File: src/rtl/core/tass_pkg.sv
`default_nettype none

package tass_pkg;

  // Default coordinate width of the waypoint fields
  localparam int unsigned COORD_BITS_DEF = 16;

  // Register port geometry
  localparam int unsigned APB_ADDR_W = 5;
  localparam int unsigned APB_DATA_W = 32;

  // Fixed field widths
  localparam int unsigned COS_W    = 16;
  localparam int unsigned COS_FRAC = 15;
  localparam int unsigned COS_SQ_W = 31;
  localparam int unsigned SCALE_W  = 17;

  // Multiplier limb width and latency
  localparam int unsigned LIMB_W      = 32;
  localparam int unsigned MUL_LATENCY = 3;

  localparam logic [SCALE_W-1:0] FULL_SCALE = 17'h10000;

  // Register reset values
  localparam logic                 RST_ENABLED     = 1'b1;
  localparam logic [COS_W-1:0]     RST_COS_MILD    = 16'd27969;
  localparam logic [COS_W-1:0]     RST_COS_SHARP   = 16'd0;
  localparam logic [SCALE_W-1:0]   RST_MILD_SCALE  = 17'd45875;
  localparam logic [SCALE_W-1:0]   RST_SHARP_SCALE = 17'd19661;

  typedef enum logic [1:0] {
    STATUS_OK       = 2'd0,
    STATUS_BAD_CFG  = 2'd1,
    STATUS_ZERO_SEG = 2'd2
  } status_e;

  typedef enum logic [2:0] {
    REG_ENABLED     = 3'd0,
    REG_COS_MILD    = 3'd1,
    REG_COS_SHARP   = 3'd2,
    REG_MILD_SCALE  = 3'd3,
    REG_SHARP_SCALE = 3'd4
  } reg_e;

  // Configuration as seen by the datapath
  typedef struct packed {
    logic                 enabled;
    logic [COS_W-1:0]     cos_mild;
    logic [COS_W-1:0]     cos_sharp;
    logic [SCALE_W-1:0]   mild_scale;
    logic [SCALE_W-1:0]   sharp_scale;
    logic                 bad;
    logic [COS_SQ_W-1:0]  cos_mild_sq;
    logic [COS_SQ_W-1:0]  cos_sharp_sq;
  } cfg_t;

  // Per-request side information carried down the pipeline
  typedef struct packed {
    logic               done;
    logic [SCALE_W-1:0] scale;
    status_e            status;
    logic               dot_neg;
  } tag_t;

endpackage

`default_nettype wire

File: src/rtl/core/tass_mul.sv
`default_nettype none

// Pipelined unsigned multiplier built from 32x32 limb products.
// Stage 1: limb products, stage 2: row sums, stage 3: sum of rows.
module tass_mul #(
  parameter int unsigned AW = 32,
  parameter int unsigned BW = 32
) (
  input  logic                              clk_i,
  input  logic [tass_pkg::MUL_LATENCY-1:0]  en_i,
  input  logic [AW-1:0]                     a_i,
  input  logic [BW-1:0]                     b_i,
  output logic [AW+BW-1:0]                  p_o
);

  localparam int unsigned LW = tass_pkg::LIMB_W;
  localparam int unsigned NA = (AW + LW - 1) / LW;
  localparam int unsigned NB = (BW + LW - 1) / LW;
  localparam int unsigned RW = (NB + 1) * LW;
  localparam int unsigned TW = (NA + NB) * LW;
  localparam int unsigned PW = AW + BW;

  logic [NA*LW-1:0] a_ext;
  logic [NB*LW-1:0] b_ext;
  logic [2*LW-1:0]  pp_q [NA][NB];
  logic [RW-1:0]    row_d [NA];
  logic [RW-1:0]    row_q [NA];
  logic [TW-1:0]    sum_d;
  logic [PW-1:0]    p_q;

  assign a_ext = (NA*LW)'(a_i);
  assign b_ext = (NB*LW)'(b_i);

  // Limb products
  always_ff @(posedge clk_i) begin
    if (en_i[0]) begin
      for (int i = 0; i < NA; i++) begin
        for (int j = 0; j < NB; j++) begin
          pp_q[i][j] <= a_ext[i*LW +: LW] * b_ext[j*LW +: LW];
        end
      end
    end
  end

  // Row sums: even and odd limb products do not overlap, so one add per row
  always_comb begin
    logic [RW-1:0] ev;
    logic [RW-1:0] od;
    for (int i = 0; i < NA; i++) begin
      ev = '0;
      od = '0;
      for (int j = 0; j < NB; j++) begin
        if (j[0]) od[j*LW +: 2*LW] = pp_q[i][j];
        else      ev[j*LW +: 2*LW] = pp_q[i][j];
      end
      row_d[i] = ev + od;
    end
  end

  always_ff @(posedge clk_i) begin
    if (en_i[1]) begin
      for (int i = 0; i < NA; i++) row_q[i] <= row_d[i];
    end
  end

  // Sum of the shifted rows
  always_comb begin
    sum_d = '0;
    for (int i = 0; i < NA; i++) sum_d = sum_d + (TW'(row_q[i]) << (i*LW));
  end

  always_ff @(posedge clk_i) begin
    if (en_i[2]) p_q <= PW'(sum_d);
  end

  assign p_o = p_q;

endmodule

`default_nettype wire

File: config.mk
export PLATFORM = sky130hd
export DESIGN_NAME = tass_mul
export DESIGN_NICKNAME = d
export VERILOG_FILES = /design/src/rtl/core/tass_pkg.sv /design/src/rtl/core/tass_mul.sv
export SDC_FILE = /design/constraint.sdc
export NUM_CORES = 2
export LEC_CHECK = 0
export ABC_CLOCK_PERIOD_IN_PS = 20300
export BUFFER_PORTS_ARGS = -buffer_cell sky130_fd_sc_hd__buf_2
export CAP_MARGIN = 20
export CELL_PAD_IN_SITES_DETAIL_PLACEMENT = 0
export CELL_PAD_IN_SITES_GLOBAL_PLACEMENT = 1
export CORE_UTILIZATION = 56
export DETAILED_ROUTE_END_ITERATION = 10
export PLACE_DENSITY_LB_ADDON = 0.1
export SKIP_LAST_GASP = 1
export SYNTH_ARGS = -nofsm -noshare
export SYNTH_HDL_FRONTEND = slang
export SYNTH_SLANG_ARGS = --single-unit
File: constraint.sdc
create_clock -name clk_i -period 20.3 [get_ports clk_i]
set_input_delay 3.045 -clock clk_i [delete_from_list [all_inputs] [get_ports clk_i]]
set_output_delay 3.045 -clock clk_i [all_outputs]
set_load 0.01 [all_outputs]
==> reports/results.ini <==
[yosys]
yosysTopAreaCell=fa_1
synth_ff_type=edfxtp_1
synth_area_leaders=fa_1, edfxtp_1, and2_1
async_flop_share_pct=0
synth-edff-count=192
synth-simple-area-share_pct=15.6
ys_seq_area_share_pct=14.8
synth_top_area_share_pct=45.9
synthAdderAreaFrac_pct=54.3
synth_top_family_by_area=adder cells
syn_area_per_cell_um2=10.1
ys_types=56
syn_nets=5106
synth_xor_area_share_pct=1.41
synth_compound_area_share_pct=3.46
syn_area_mm2=0.0391
synth_seq_cells=192
yosysWarnings=0
syn_inst=3879
synthMuxAreaShare_pct=0

[placed_design]
port_buffers=131
routabilityCongestion=0.931
dp_hpwl_um=78000
place_ws_ns=9.05

[hold_path]
hp-class=flop to flop
whs_path_depth=0

[sta]
fin_crit_ns=11.01
final_max_slew_viol_count=0
timing.final.crit_share_pct=54.2
max_freq_mhz=90.8
finalSetupTns_ns=0
rsz0062_at_grt=no
tightest_slew_ns=1.06
skew_ns=0.0110
final.setup.worst_slack_ns=9.29
setup_viol=0
final-hold-violation-count=0
slew-limit-headroom_pct=29.1

[critical_path]
r2r-end=row_q[0][52]
worstPathMaxFanout=32
ff2ff_setup_slack_ns=19.62
worst_setup_path_end_kind=flop
cp.required_ns=20.49
critPathCapture=pp_q[0][62]
reg2reg_from=pp_q[0][52]
reg2regPathDepth=0
startpoint=b_i[9]
critPathKind=input pin to flop
start_kind=input pin
crit_arrival_ns=11.19

[floorplanning]
dieArea_mm2=0.0708
die_x_um=266
fp.dieH_um=266
initial_utilization_pct=56.8
ioPinCount=132
row_count=96
core_area_mm2=0.0688

[drt]
wl_um=105000
wl_per_cell_um=22.1
dr.pass1.iters=6
drt_iter0_markers=1731
vias=26389
antenna_left=0
via_per_inst=5.55
drc_errors=0

[grt]
grt_use_total_pct=31.0
grt_overflow_total=0
antenna_found_initial=7
grt_max_degree=65
grt_pass1_wl_um=165000
grt_pass1_vias=29357

[clocking]
cts_buffer_depth=2
cts_sinks=192
post_cts_buffers=0
post_cts_resize_count=0
worstSkewPairLatency_ns=0.43
holdBufCountCts=0
cts_buffers=17
clkSlewWorstSetupHoldPaths_ns=0.08
cts_tree=done
root_buffer=clkbuf_16
cts_htree_levels=4

[finish]
nets=5039
area_delta_synth_final_pct=4.13
drive_gt1_share_pct=4.73

[flow_run]
cap_violations=0

[run_status]
status=finished, final reports clean

==> layout make-up <==
class | count | area, um2
inverters | 862 | 3240
fillers | 5919 | 28100
well taps | 931 | 1160
repair buffers | 138 | 708
multi-input cells | 2601 | 29200
clock buffers | 17 | 425
flip-flops and latches | 192 | 5770
diodes | 1 | 2.50
clock inverters | 15 | 178
==> how the worst min path moves through the flow <==
stage | start | slack (ns) | end
2_1_floorplan | row_q[0][0] | 0.40 | p_o[0]
3_3_place_gp | pp_q[0][13] | 0.40 | row_q[0][13]
3_5_place_dp | row_q[0][22] | 0.40 | p_o[22]
4_1_cts | row_q[0][41] | 0.42 | p_o[41]
5_1_grt | row_q[0][34] | 0.42 | p_o[34]
6_report | pp_q[0][39] | 0.42 | row_q[0][39]
==> registers in the layout (all words and copies together), names as in the netlist <==
register and count:
p_o 64, pp_q 64, row_q 64
==> critical path, stage by stage <==
cell and delay [ns]:
buf_2 0.70, and2_1 0.26, fa_1 0.45, fa_1 0.55, inv_1 0.06, fa_1 0.51
fa_1 0.52, inv_1 0.05, fa_1 0.56, fa_1 0.44, fa_1 0.53, fa_1 0.43
ha_1 0.44, a21oi_1 0.23, o21ai_1 0.12, a2111oi_0 0.50, o21bai_1 0.18, a221oi_1 0.45
o221ai_1 0.30, a311o_1 0.34, a21oi_1 0.25, o21ai_1 0.12, xor2_1 0.15
==> per-layer routing <==
metal / global-route usage [%] / part of all wire [%]
met1: 38.5 / 37
met2: 54.4 / 51
met3: 3.81 / 6.2
met4: 14.2 / 5.4
met5: 0 / 0.016
==> cell families (layout without fill, tap and decap cells) <==
logic type,count (synthesis),after routing
AOI/OAI and AO/OA,206,206
xor gates and xnor gates,63,63
adders and majority gates,1159,1159
buffers and inverters,1086,1032
DFF,192,192
other,0,1
and+or+nand+nor,1173,1173
==> synth_stat cells, types with 9 or more instances <==
master	number
fa_1	896
inv_1	862
and2_1	601
nand2_1	468
ha_1	263
clkbuf_1	211
edfxtp_1	192
a21oi_1	73
xnor2_1	37
a21o_1	32
nor2_1	31
o21ai_0	30
xor2_1	26
nand4_1	24
nand3_1	16
o21bai_1	14
o21ai_1	10
a31oi_1	9
and3_1	9
==> stage by stage <==
stage / std cells / hold slack, ns / util (%) / cell area, um2
CTS: 4756 / 0.418 / 59.1 / 40700
global route: 4756 / 0.424 / 59.1 / 40700
floorplan: 3879 / 0.400 / - / 39100
finish: 4757 / 0.416 / 59.1 / 40700
global placement: 4724 / 0.402 / 58.2 / 40100
detailed placement: 4724 / 0.405 / 58.2 / 40100
==> placed cells by master, fill, tap and decap left out, types with 26 or more instances in the layout <==
cell      Yosys  layout
edfxtp_1    192     192
xnor2_1      37      37
o21ai_0      30      30
ha_1        263     263
inv_1       862     862
and2_1      601     601
nand2_1     468     468
a21oi_1      73      73
nor2_1       31      31
a21o_1       32      32
xor2_1       26      26
buf_2         8     131
fa_1        896     896
Power is not shown: default switching activity piles up to over one toggle a cycle in this logic, so the estimate is an artifact.
