===== src/rtl/core/tass_pkg.sv =====
`default_nettype none

package tass_pkg;

  // Default coordinate width of the waypoint fields
  localparam int unsigned COORD_BITS_DEF = 16;

  // Register port geometry
  localparam int unsigned APB_ADDR_W = 5;
  localparam int unsigned APB_DATA_W = 32;

  // Fixed field widths
  localparam int unsigned COS_W    = 16;
  localparam int unsigned COS_FRAC = 15;
  localparam int unsigned COS_SQ_W = 31;
  localparam int unsigned SCALE_W  = 17;

  // Multiplier limb width and latency
  localparam int unsigned LIMB_W      = 32;
  localparam int unsigned MUL_LATENCY = 3;

  localparam logic [SCALE_W-1:0] FULL_SCALE = 17'h10000;

  // Register reset values
  localparam logic                 RST_ENABLED     = 1'b1;
  localparam logic [COS_W-1:0]     RST_COS_MILD    = 16'd27969;
  localparam logic [COS_W-1:0]     RST_COS_SHARP   = 16'd0;
  localparam logic [SCALE_W-1:0]   RST_MILD_SCALE  = 17'd45875;
  localparam logic [SCALE_W-1:0]   RST_SHARP_SCALE = 17'd19661;

  typedef enum logic [1:0] {
    STATUS_OK       = 2'd0,
    STATUS_BAD_CFG  = 2'd1,
    STATUS_ZERO_SEG = 2'd2
  } status_e;

  typedef enum logic [2:0] {
    REG_ENABLED     = 3'd0,
    REG_COS_MILD    = 3'd1,
    REG_COS_SHARP   = 3'd2,
    REG_MILD_SCALE  = 3'd3,
    REG_SHARP_SCALE = 3'd4
  } reg_e;

  // Configuration as seen by the datapath
  typedef struct packed {
    logic                 enabled;
    logic [COS_W-1:0]     cos_mild;
    logic [COS_W-1:0]     cos_sharp;
    logic [SCALE_W-1:0]   mild_scale;
    logic [SCALE_W-1:0]   sharp_scale;
    logic                 bad;
    logic [COS_SQ_W-1:0]  cos_mild_sq;
    logic [COS_SQ_W-1:0]  cos_sharp_sq;
  } cfg_t;

  // Per-request side information carried down the pipeline
  typedef struct packed {
    logic               done;
    logic [SCALE_W-1:0] scale;
    status_e            status;
    logic               dot_neg;
  } tag_t;

endpackage

`default_nettype wire


===== src/rtl/core/tass_cfg.sv =====
`default_nettype none

module tass_cfg (
  input  logic                              clk_i,
  input  logic                              rst_ni,
  input  logic                              psel,
  input  logic                              penable,
  input  logic                              pwrite,
  input  logic [tass_pkg::APB_ADDR_W-1:0]   paddr,
  input  logic [tass_pkg::APB_DATA_W-1:0]   pwdata,
  output logic [tass_pkg::APB_DATA_W-1:0]   prdata,
  output logic                              pready,
  output tass_pkg::cfg_t                    cfg_o
);

  localparam int unsigned CW = tass_pkg::COS_W;
  localparam int unsigned SW = tass_pkg::SCALE_W;
  localparam int unsigned QW = tass_pkg::COS_SQ_W;
  localparam int unsigned DW = tass_pkg::APB_DATA_W;

  logic          enabled_q;
  logic [CW-1:0] cos_mild_q;
  logic [CW-1:0] cos_sharp_q;
  logic [SW-1:0] mild_scale_q;
  logic [SW-1:0] sharp_scale_q;
  logic [QW-1:0] mild_sq_q, mild_sq_d;
  logic [QW-1:0] sharp_sq_q, sharp_sq_d;
  logic [CW-1:0] mild_mag, sharp_mag;
  logic          wr_en;
  tass_pkg::reg_e idx;

  assign pready = 1'b1;
  assign wr_en  = psel && penable && pwrite;
  assign idx    = tass_pkg::reg_e'(paddr[tass_pkg::APB_ADDR_W-1:2]);

  // Register writes
  always_ff @(posedge clk_i or negedge rst_ni) begin
    if (!rst_ni) begin
      enabled_q     <= tass_pkg::RST_ENABLED;
      cos_mild_q    <= tass_pkg::RST_COS_MILD;
      cos_sharp_q   <= tass_pkg::RST_COS_SHARP;
      mild_scale_q  <= tass_pkg::RST_MILD_SCALE;
      sharp_scale_q <= tass_pkg::RST_SHARP_SCALE;
    end else if (wr_en) begin
      case (idx)
        tass_pkg::REG_ENABLED:     enabled_q     <= pwdata[0];
        tass_pkg::REG_COS_MILD:    cos_mild_q    <= pwdata[CW-1:0];
        tass_pkg::REG_COS_SHARP:   cos_sharp_q   <= pwdata[CW-1:0];
        tass_pkg::REG_MILD_SCALE:  mild_scale_q  <= pwdata[SW-1:0];
        tass_pkg::REG_SHARP_SCALE: sharp_scale_q <= pwdata[SW-1:0];
        default: ;
      endcase
    end
  end

  // Read mux
  always_comb begin
    case (idx)
      tass_pkg::REG_ENABLED:     prdata = DW'(enabled_q);
      tass_pkg::REG_COS_MILD:    prdata = DW'(cos_mild_q);
      tass_pkg::REG_COS_SHARP:   prdata = DW'(cos_sharp_q);
      tass_pkg::REG_MILD_SCALE:  prdata = DW'(mild_scale_q);
      tass_pkg::REG_SHARP_SCALE: prdata = DW'(sharp_scale_q);
      default:                   prdata = '0;
    endcase
  end

  // Squared threshold magnitudes, used deep in the pipeline
  always_comb begin
    mild_mag   = cos_mild_q[CW-1]  ? CW'(-cos_mild_q)  : cos_mild_q;
    sharp_mag  = cos_sharp_q[CW-1] ? CW'(-cos_sharp_q) : cos_sharp_q;
    mild_sq_d  = QW'(32'(mild_mag) * 32'(mild_mag));
    sharp_sq_d = QW'(32'(sharp_mag) * 32'(sharp_mag));
  end

  always_ff @(posedge clk_i) begin
    mild_sq_q  <= mild_sq_d;
    sharp_sq_q <= sharp_sq_d;
  end

  // Datapath view plus the settings check
  always_comb begin
    cfg_o.enabled      = enabled_q;
    cfg_o.cos_mild     = cos_mild_q;
    cfg_o.cos_sharp    = cos_sharp_q;
    cfg_o.mild_scale   = mild_scale_q;
    cfg_o.sharp_scale  = sharp_scale_q;
    cfg_o.cos_mild_sq  = mild_sq_q;
    cfg_o.cos_sharp_sq = sharp_sq_q;
    cfg_o.bad          = ($signed(cos_sharp_q) >= $signed(cos_mild_q)) ||
                         (cos_sharp_q == {1'b1, {(CW-1){1'b0}}}) ||
                         (sharp_scale_q == '0) ||
                         (mild_scale_q <= sharp_scale_q) ||
                         (mild_scale_q > tass_pkg::FULL_SCALE);
  end

endmodule

`default_nettype wire


===== config.mk =====
export PLATFORM = sky130hd
export DESIGN_NAME = tass_cfg
export DESIGN_NICKNAME = d
export VERILOG_FILES = /design/src/rtl/core/tass_pkg.sv /design/src/rtl/core/tass_cfg.sv
export SDC_FILE = /design/constraint.sdc
export NUM_CORES = 1
export LEC_CHECK = 0
export BUFFER_PORTS_ARGS = -buffer_cell sky130_fd_sc_hd__buf_2
export CORE_MARGIN = 3
export CORE_UTILIZATION = 60
export DETAILED_ROUTE_END_ITERATION = 16
export MAX_ROUTING_LAYER = met4
export PLACE_DENSITY = 0.81
export SYNTH_ARGS = -nofsm -noshare
export SYNTH_HDL_FRONTEND = slang
export SYNTH_SLANG_ARGS = --single-unit

===== constraint.sdc =====
create_clock -name clk_i -period 10 [get_ports clk_i]
set_input_delay 0.5 -clock clk_i [delete_from_list [all_inputs] [get_ports clk_i]]
set_output_delay 0.5 -clock clk_i [all_outputs]
set_load 0.01 [all_outputs]

==> flow_summary.yaml, run 1 <==
routing:
  drt-initial-drc-count: 870
  final_antenna_net_count: 0
  num_vias: 15166
  routed_wl_um: 48700
  detail_route.wl_per_cell_um: 17.8
  drc_errors: 0
  dr.pass1.iters: 5
  via_per_inst: 5.54
timing:
  worst_slack_ns: 1.48
  final.min_clock_period_ns: 8.52
  hold_violations: 0
  slew_headroom: 0.220
  maxSlewViolCount: 0
  tns_ns: 0
  rsz0062_at_grt: "false"
  tightest_slew_ns: 1.17
  finalSetupViolCount: 0
  worst_clock_skew_ns: 0.0156
  min_period_over_period: 0.852
  fmax_mhz: 117
global_routing:
  antenna_found_initial: 2
  grt_pass1_wl_um: 81200
  grt_max_degree: 68
  grt_overflow: 0
  grt_pass1_vias: 16537
  grt_use_total: 0.299
placement:
  gp_congestion: 0.976
  port_buffers: 169
  dp.cells: 2702
  dp_hpwl_um: 39600
  dp_slack_ns: 1.67
cells_and_area:
  area_growth_pct: 9.95
  fill_cells: 2509
  post-route-util: 0.677
  nNetsFinal: 2876
  instances_no_fill: 2736
  drive_gt1_frac: 0.144
synthesis:
  yosysWarningCount: 0
  syn_inst: 2103
  synth_ff_type: "dfxtp_1"
  syn_area_per_cell_um2: 9.33
  synth.distinct_cells: 80
  synth_edf_count: 0
  synth-seq-cells: 127
  synth-seq-area-share: 0.148
  syn_area_um2: 19600
  synthArstFlopShare: 0.528
cts:
  clockBufferDepth: 2
  cts_resized: 0
  insertion_delay_ns: 0.45
  cts_sinks: 127
  cts_tree: "yes"
  clock_tree.root_cell: "clkbuf_16"
  cts_setup_buffers: 0
  htree_levels: 4
  clkTransAtPathRegs_ns: 0.07
  cts_inserted_buffers: 17
  cts_hold_buffers: 0
run_status:
  status: "completed"
hold_path:
  holdCritPathClass: "in -> async"
critical_path:
  cp_max_fo: 16
  end_kind: "register"
  rrSetupSlack_ns: 1.48
  critPathRequiredTime_ns: 10.38
  worstPathArrival_ns: 8.89
  crit_type: "reg -> reg"
  start_kind: "register"
  r2r_start: "cos_sharp_q[0]$_DFFE_PN0P_"
  r2r_end: "sharp_sq_q[29]$_DFF_P_"
  worst_r2r_path_depth: 26
run:
  max_cap_violations: 0
floorplanning:
  core_area_um2: 31900
  initial_core_util: 0.615
  rows: 65
  die_x_um: 187
  fp.dieH_um: 187
  ios: 205
  die-area_um2: 34900
[synthesized netlist by cell type (9+ instances only)]
cell type / instances / area (um^2)
clkbuf_1: 37 / 139
inv_2: 9 / 33.8
dfstp_2: 25 / 657
nor2b_1: 9 / 56.3
o21a_1: 11 / 82.6
o21ai_0: 71 / 355
mux2_2: 46 / 518
o22ai_1: 15 / 93.8
nor3_1: 15 / 75.1
nand4_1: 11 / 68.8
xor2_1: 18 / 158
ha_1: 221 / 2770
dfxtp_1: 60 / 1200
inv_1: 494 / 1850
fa_1: 327 / 6550
a21o_1: 27 / 203
a22oi_1: 15 / 113
nand2_1: 207 / 777
nor4_1: 9 / 56.3
dfrtp_1: 42 / 1050
xnor2_1: 73 / 639
nand3_1: 20 / 100
nor2_1: 141 / 529
buf_4: 21 / 158
a21oi_1: 51 / 255
[worst max-delay path by stage]
stage | startpoint | endpoint
CTS | cos_sharp_q[0]$_DFFE_PN0P_ | sharp_sq_q[25]$_DFF_P_
detailed placement | cos_sharp_q[0]$_DFFE_PN0P_ | sharp_sq_q[27]$_DFF_P_
global route | cos_sharp_q[0]$_DFFE_PN0P_ | sharp_sq_q[25]$_DFF_P_
finish | cos_sharp_q[0]$_DFFE_PN0P_ | sharp_sq_q[29]$_DFF_P_
global placement | cos_sharp_q[0]$_DFFE_PN0P_ | sharp_sq_q[27]$_DFF_P_
floorplan | cos_mild_q[0]$_DFFE_PN1P_ | mild_sq_q[29]$_DFF_P_
[cells in the final DEF (no fill, tap or decap), drive strengths merged, types with 4 or more instances in the layout]
cell type / Yosys / final
a2111oi: 4 / 4
a211oi: 5 / 5
a21o: 27 / 27
a21oi: 52 / 52
a22oi: 15 / 15
and2: 4 / 4
and3: 6 / 6
buf: 27 / 190
clkbuf: 37 / 19
clkinv: 7 / 9
conb: 2 / 40
dfrtp: 42 / 42
dfstp: 25 / 25
dfxtp: 60 / 60
fa: 327 / 327
ha: 221 / 221
inv: 504 / 513
mux2: 46 / 46
nand2: 214 / 214
nand2b: 6 / 6
nand3: 21 / 21
nand4: 11 / 11
nor2: 143 / 143
nor2b: 9 / 9
nor3: 18 / 18
nor4: 9 / 9
o211ai: 7 / 7
o21a: 11 / 11
o21ai: 73 / 73
o21bai: 8 / 8
o22ai: 15 / 15
o31ai: 8 / 8
o41ai: 8 / 8
or3: 5 / 5
xnor2: 75 / 75
xor2: 19 / 19
[through the flow]
stage,hold slack [ns],cell area (um^2)
2_1_floorplan,0.204,19800
3_3_place_gp,0.521,21000
3_5_place_dp,0.519,21000
4_1_cts,0.264,21600
5_1_grt,0.305,21600
6_report,0.234,21600
[logic make-up after synthesis]
family,Yosys count,share of synthesized area
AO/OA/AOI/OAI,253,0.0860
XOR/XNOR,94,0.0443
adder cells (fa/ha/maj),548,0.475
buffers and inverters,575,0.115
flip-flops,127,0.148
multiplexers,47,0.0276
other,2,0.000383
AND/OR/NAND/NOR,457,0.104
[metal layers]
layer  share of wire  global-route usage  up-vias  routed length, um
li1                -                   -     6874                  -
met1            0.39               0.366     7449              19000
met2            0.48               0.479      660              23200
met3           0.085              0.0650      183               4110
met4           0.048               0.137        0               2340
met5               0                   -        -                  0
[critical path, cell delays in order, from the launching register on]
cell       delay, ns
dfrtp_1         0.59
inv_1           0.51
ha_1            0.27
nand2_1         0.11
nor2_1          0.10
nand2_1         0.14
o31a_1          0.31
xnor2_1         0.67
buf_4           0.28
nor2_1          0.06
fa_1            0.58
inv_1           0.09
fa_1            0.53
fa_1            0.46
fa_1            0.51
inv_1           0.05
fa_1            0.43
ha_1            0.29
ha_1            0.35
a21o_1          0.18
a21o_1          0.16
a21oi_1         0.16
o21bai_1        0.11
a2111oi_0       0.81
o211ai_1        0.32
o211ai_1        0.23
xnor2_1         0.15
[state kept, by name (all words and copies together), names as in the netlist]
signal	cells
mild_sq_q	30
sharp_sq_q	30
enabled_q	1
cos_sharp_q	16
mild_scale_q	17
cos_mild_q	16
sharp_scale_q	17
[layout make-up]
class	count	area, um^2	area share
timing repair buffer	190	1000	0.0465
sequential	127	2910	0.135
inverter	511	1920	0.0890
clock inverter	13	144	0.00667
tap	435	544	0.0252
multi-input combinational	1439	14600	0.677
clock buffer	19	443	0.0205
antenna	2	5.00	0.000232
Power of run 1 is not shown: default switching activity piles up to over one toggle a cycle in this logic, so the estimate is an artifact.
==> inputs of run 2 (changes only) <==
Settings changed: CORE_UTILIZATION 60 to 62, PLACE_DENSITY 0.81 to 0.83.
==> run 2 against run 1 <==
Sequential cell count unchanged. Utilization up 1.8 points. First-iteration DRC count up 24%. Fmax up 0.63%. Critical endpoint is now sharp_sq_q[30]$_DFF_P_.
==> flow_summary.yaml, run 2 (synthesis results as in run 1) <==
routing:
  wl_met1_um: 18800
  top_layer: "met4"
  wl_met2_um: 23700
  met3WireLength_um: 3910
  via_per_inst: 5.63
  routed_wl_um: 48100
  num_vias: 15186
  final_antenna_net_count: 0
  drc_errors: 0
  drt-initial-drc-count: 1082
  dr.pass1.iters: 7
  detail_route.wl_per_cell_um: 17.9
floorplanning:
  die-area_um2: 33800
  core_area_um2: 30900
  die_x_um: 184
  ios: 205
  initial_core_util: 0.635
  fp.dieH_um: 184
  rows: 64
timing:
  hold_violations: 0
  maxSlewViolCount: 0
  tightest_slew_ns: 1.24
  final.min_clock_period_ns: 8.46
  fmax_mhz: 118
  min_period_over_period: 0.846
  holdWs_ns: 0.225
  worst_clock_skew_ns: 0.00988
  rsz0062_at_grt: "false"
  slew_headroom: 0.171
  finalSetupViolCount: 0
  tns_ns: 0
cts:
  clkTransAtPathRegs_ns: 0.07
  cts_inserted_buffers: 17
  insertion_delay_ns: 0.45
  cts_resized: 0
  clockBufferDepth: 2
  htree_levels: 4
  clock_tree.root_cell: "clkbuf_16"
  cts_hold_buffers: 0
  cts_sinks: 127
  cts_tree: "yes"
  cts_setup_buffers: 0
critical_path:
  r2r_end: "sharp_sq_q[30]$_DFF_P_"
  crit_type: "reg -> reg"
  worst_r2r_path_depth: 26
  cp_max_fo: 16
  cp_top_family: "adder cells"
  slowest_delay_ns: 0.81
  end_kind: "register"
  worstPathArrival_ns: 8.79
  rrSetupSlack_ns: 1.54
  r2r_start: "cos_sharp_q[0]$_DFFE_PN0P_"
  critPathRequiredTime_ns: 10.33
  crit_start: "cos_sharp_q[0]$_DFFE_PN0P_"
  start_kind: "register"
  cp_slowest_cell: "xnor2_1"
  cp_num_buf_inv: 6
cells_and_area:
  fill_cells: 2365
  drive_gt1_frac: 0.142
  reg_top3: "mild_sq_q: 30 flops, sharp_sq_q: 30 flops"
  area_growth_pct: 9.51
  nNetsFinal: 2874
  layout_common_cells: "inv_1, fa_1, ha_1, nand2_1, buf_2"
  final_common_cell: "inv_1"
global_routing:
  grt_pass1_wl_um: 80900
  antenna_found_initial: 2
  grt_max_degree: 68
  grt_overflow: 0
  grt_pass1_vias: 16627
  grt_use_total: 0.313
placement:
  port_buffers: 169
  dp_hpwl_um: 39600
  gp_congestion: 0.952
hold_path:
  holdCritPathClass: "in -> async"
run:
  max_cap_violations: 0
run_status:
  status: "completed"
==> run 2: metal layers <==
layer	global-route usage	up-vias
met5	-	-
met1	0.381	7532
met4	0.117	0
li1	-	6877
met3	0.0635	147
met2	0.518	630
==> run 2: how the worst max path moves through the flow <==
stage	depth (start not counted)	to
floorplan	26	mild_sq_q[29]$_DFF_P_
CTS	25	sharp_sq_q[27]$_DFF_P_
global placement	25	sharp_sq_q[27]$_DFF_P_
detailed placement	25	sharp_sq_q[27]$_DFF_P_
finish	26	sharp_sq_q[30]$_DFF_P_
global route	25	sharp_sq_q[27]$_DFF_P_
==> run 2: area by class of cell <==
cell class / count / area [um^2] / share of cell area
clock inverter: 13 / 129 / 0.00600
sequential: 127 / 2910 / 0.135
multi-input combinational: 1439 / 14600 / 0.680
clock buffer: 19 / 433 / 0.0202
tap: 396 / 495 / 0.0231
timing repair buffer: 188 / 988 / 0.0460
inverter: 511 / 1920 / 0.0894
antenna: 3 / 7.51 / 0.000349
==> run 2: through the flow <==
step,cells,area [um^2],worst slack [ns],util
after floorplan,2141,19800,2.64,-
after global placement,2661,20900,1.79,0.677
after detailed placement,2661,20900,1.65,0.677
after CTS,2693,21500,1.62,0.695
after global routing,2695,21500,1.04,0.695
final,2696,21500,1.54,0.695
Power of run 2 is left out for the same reason.
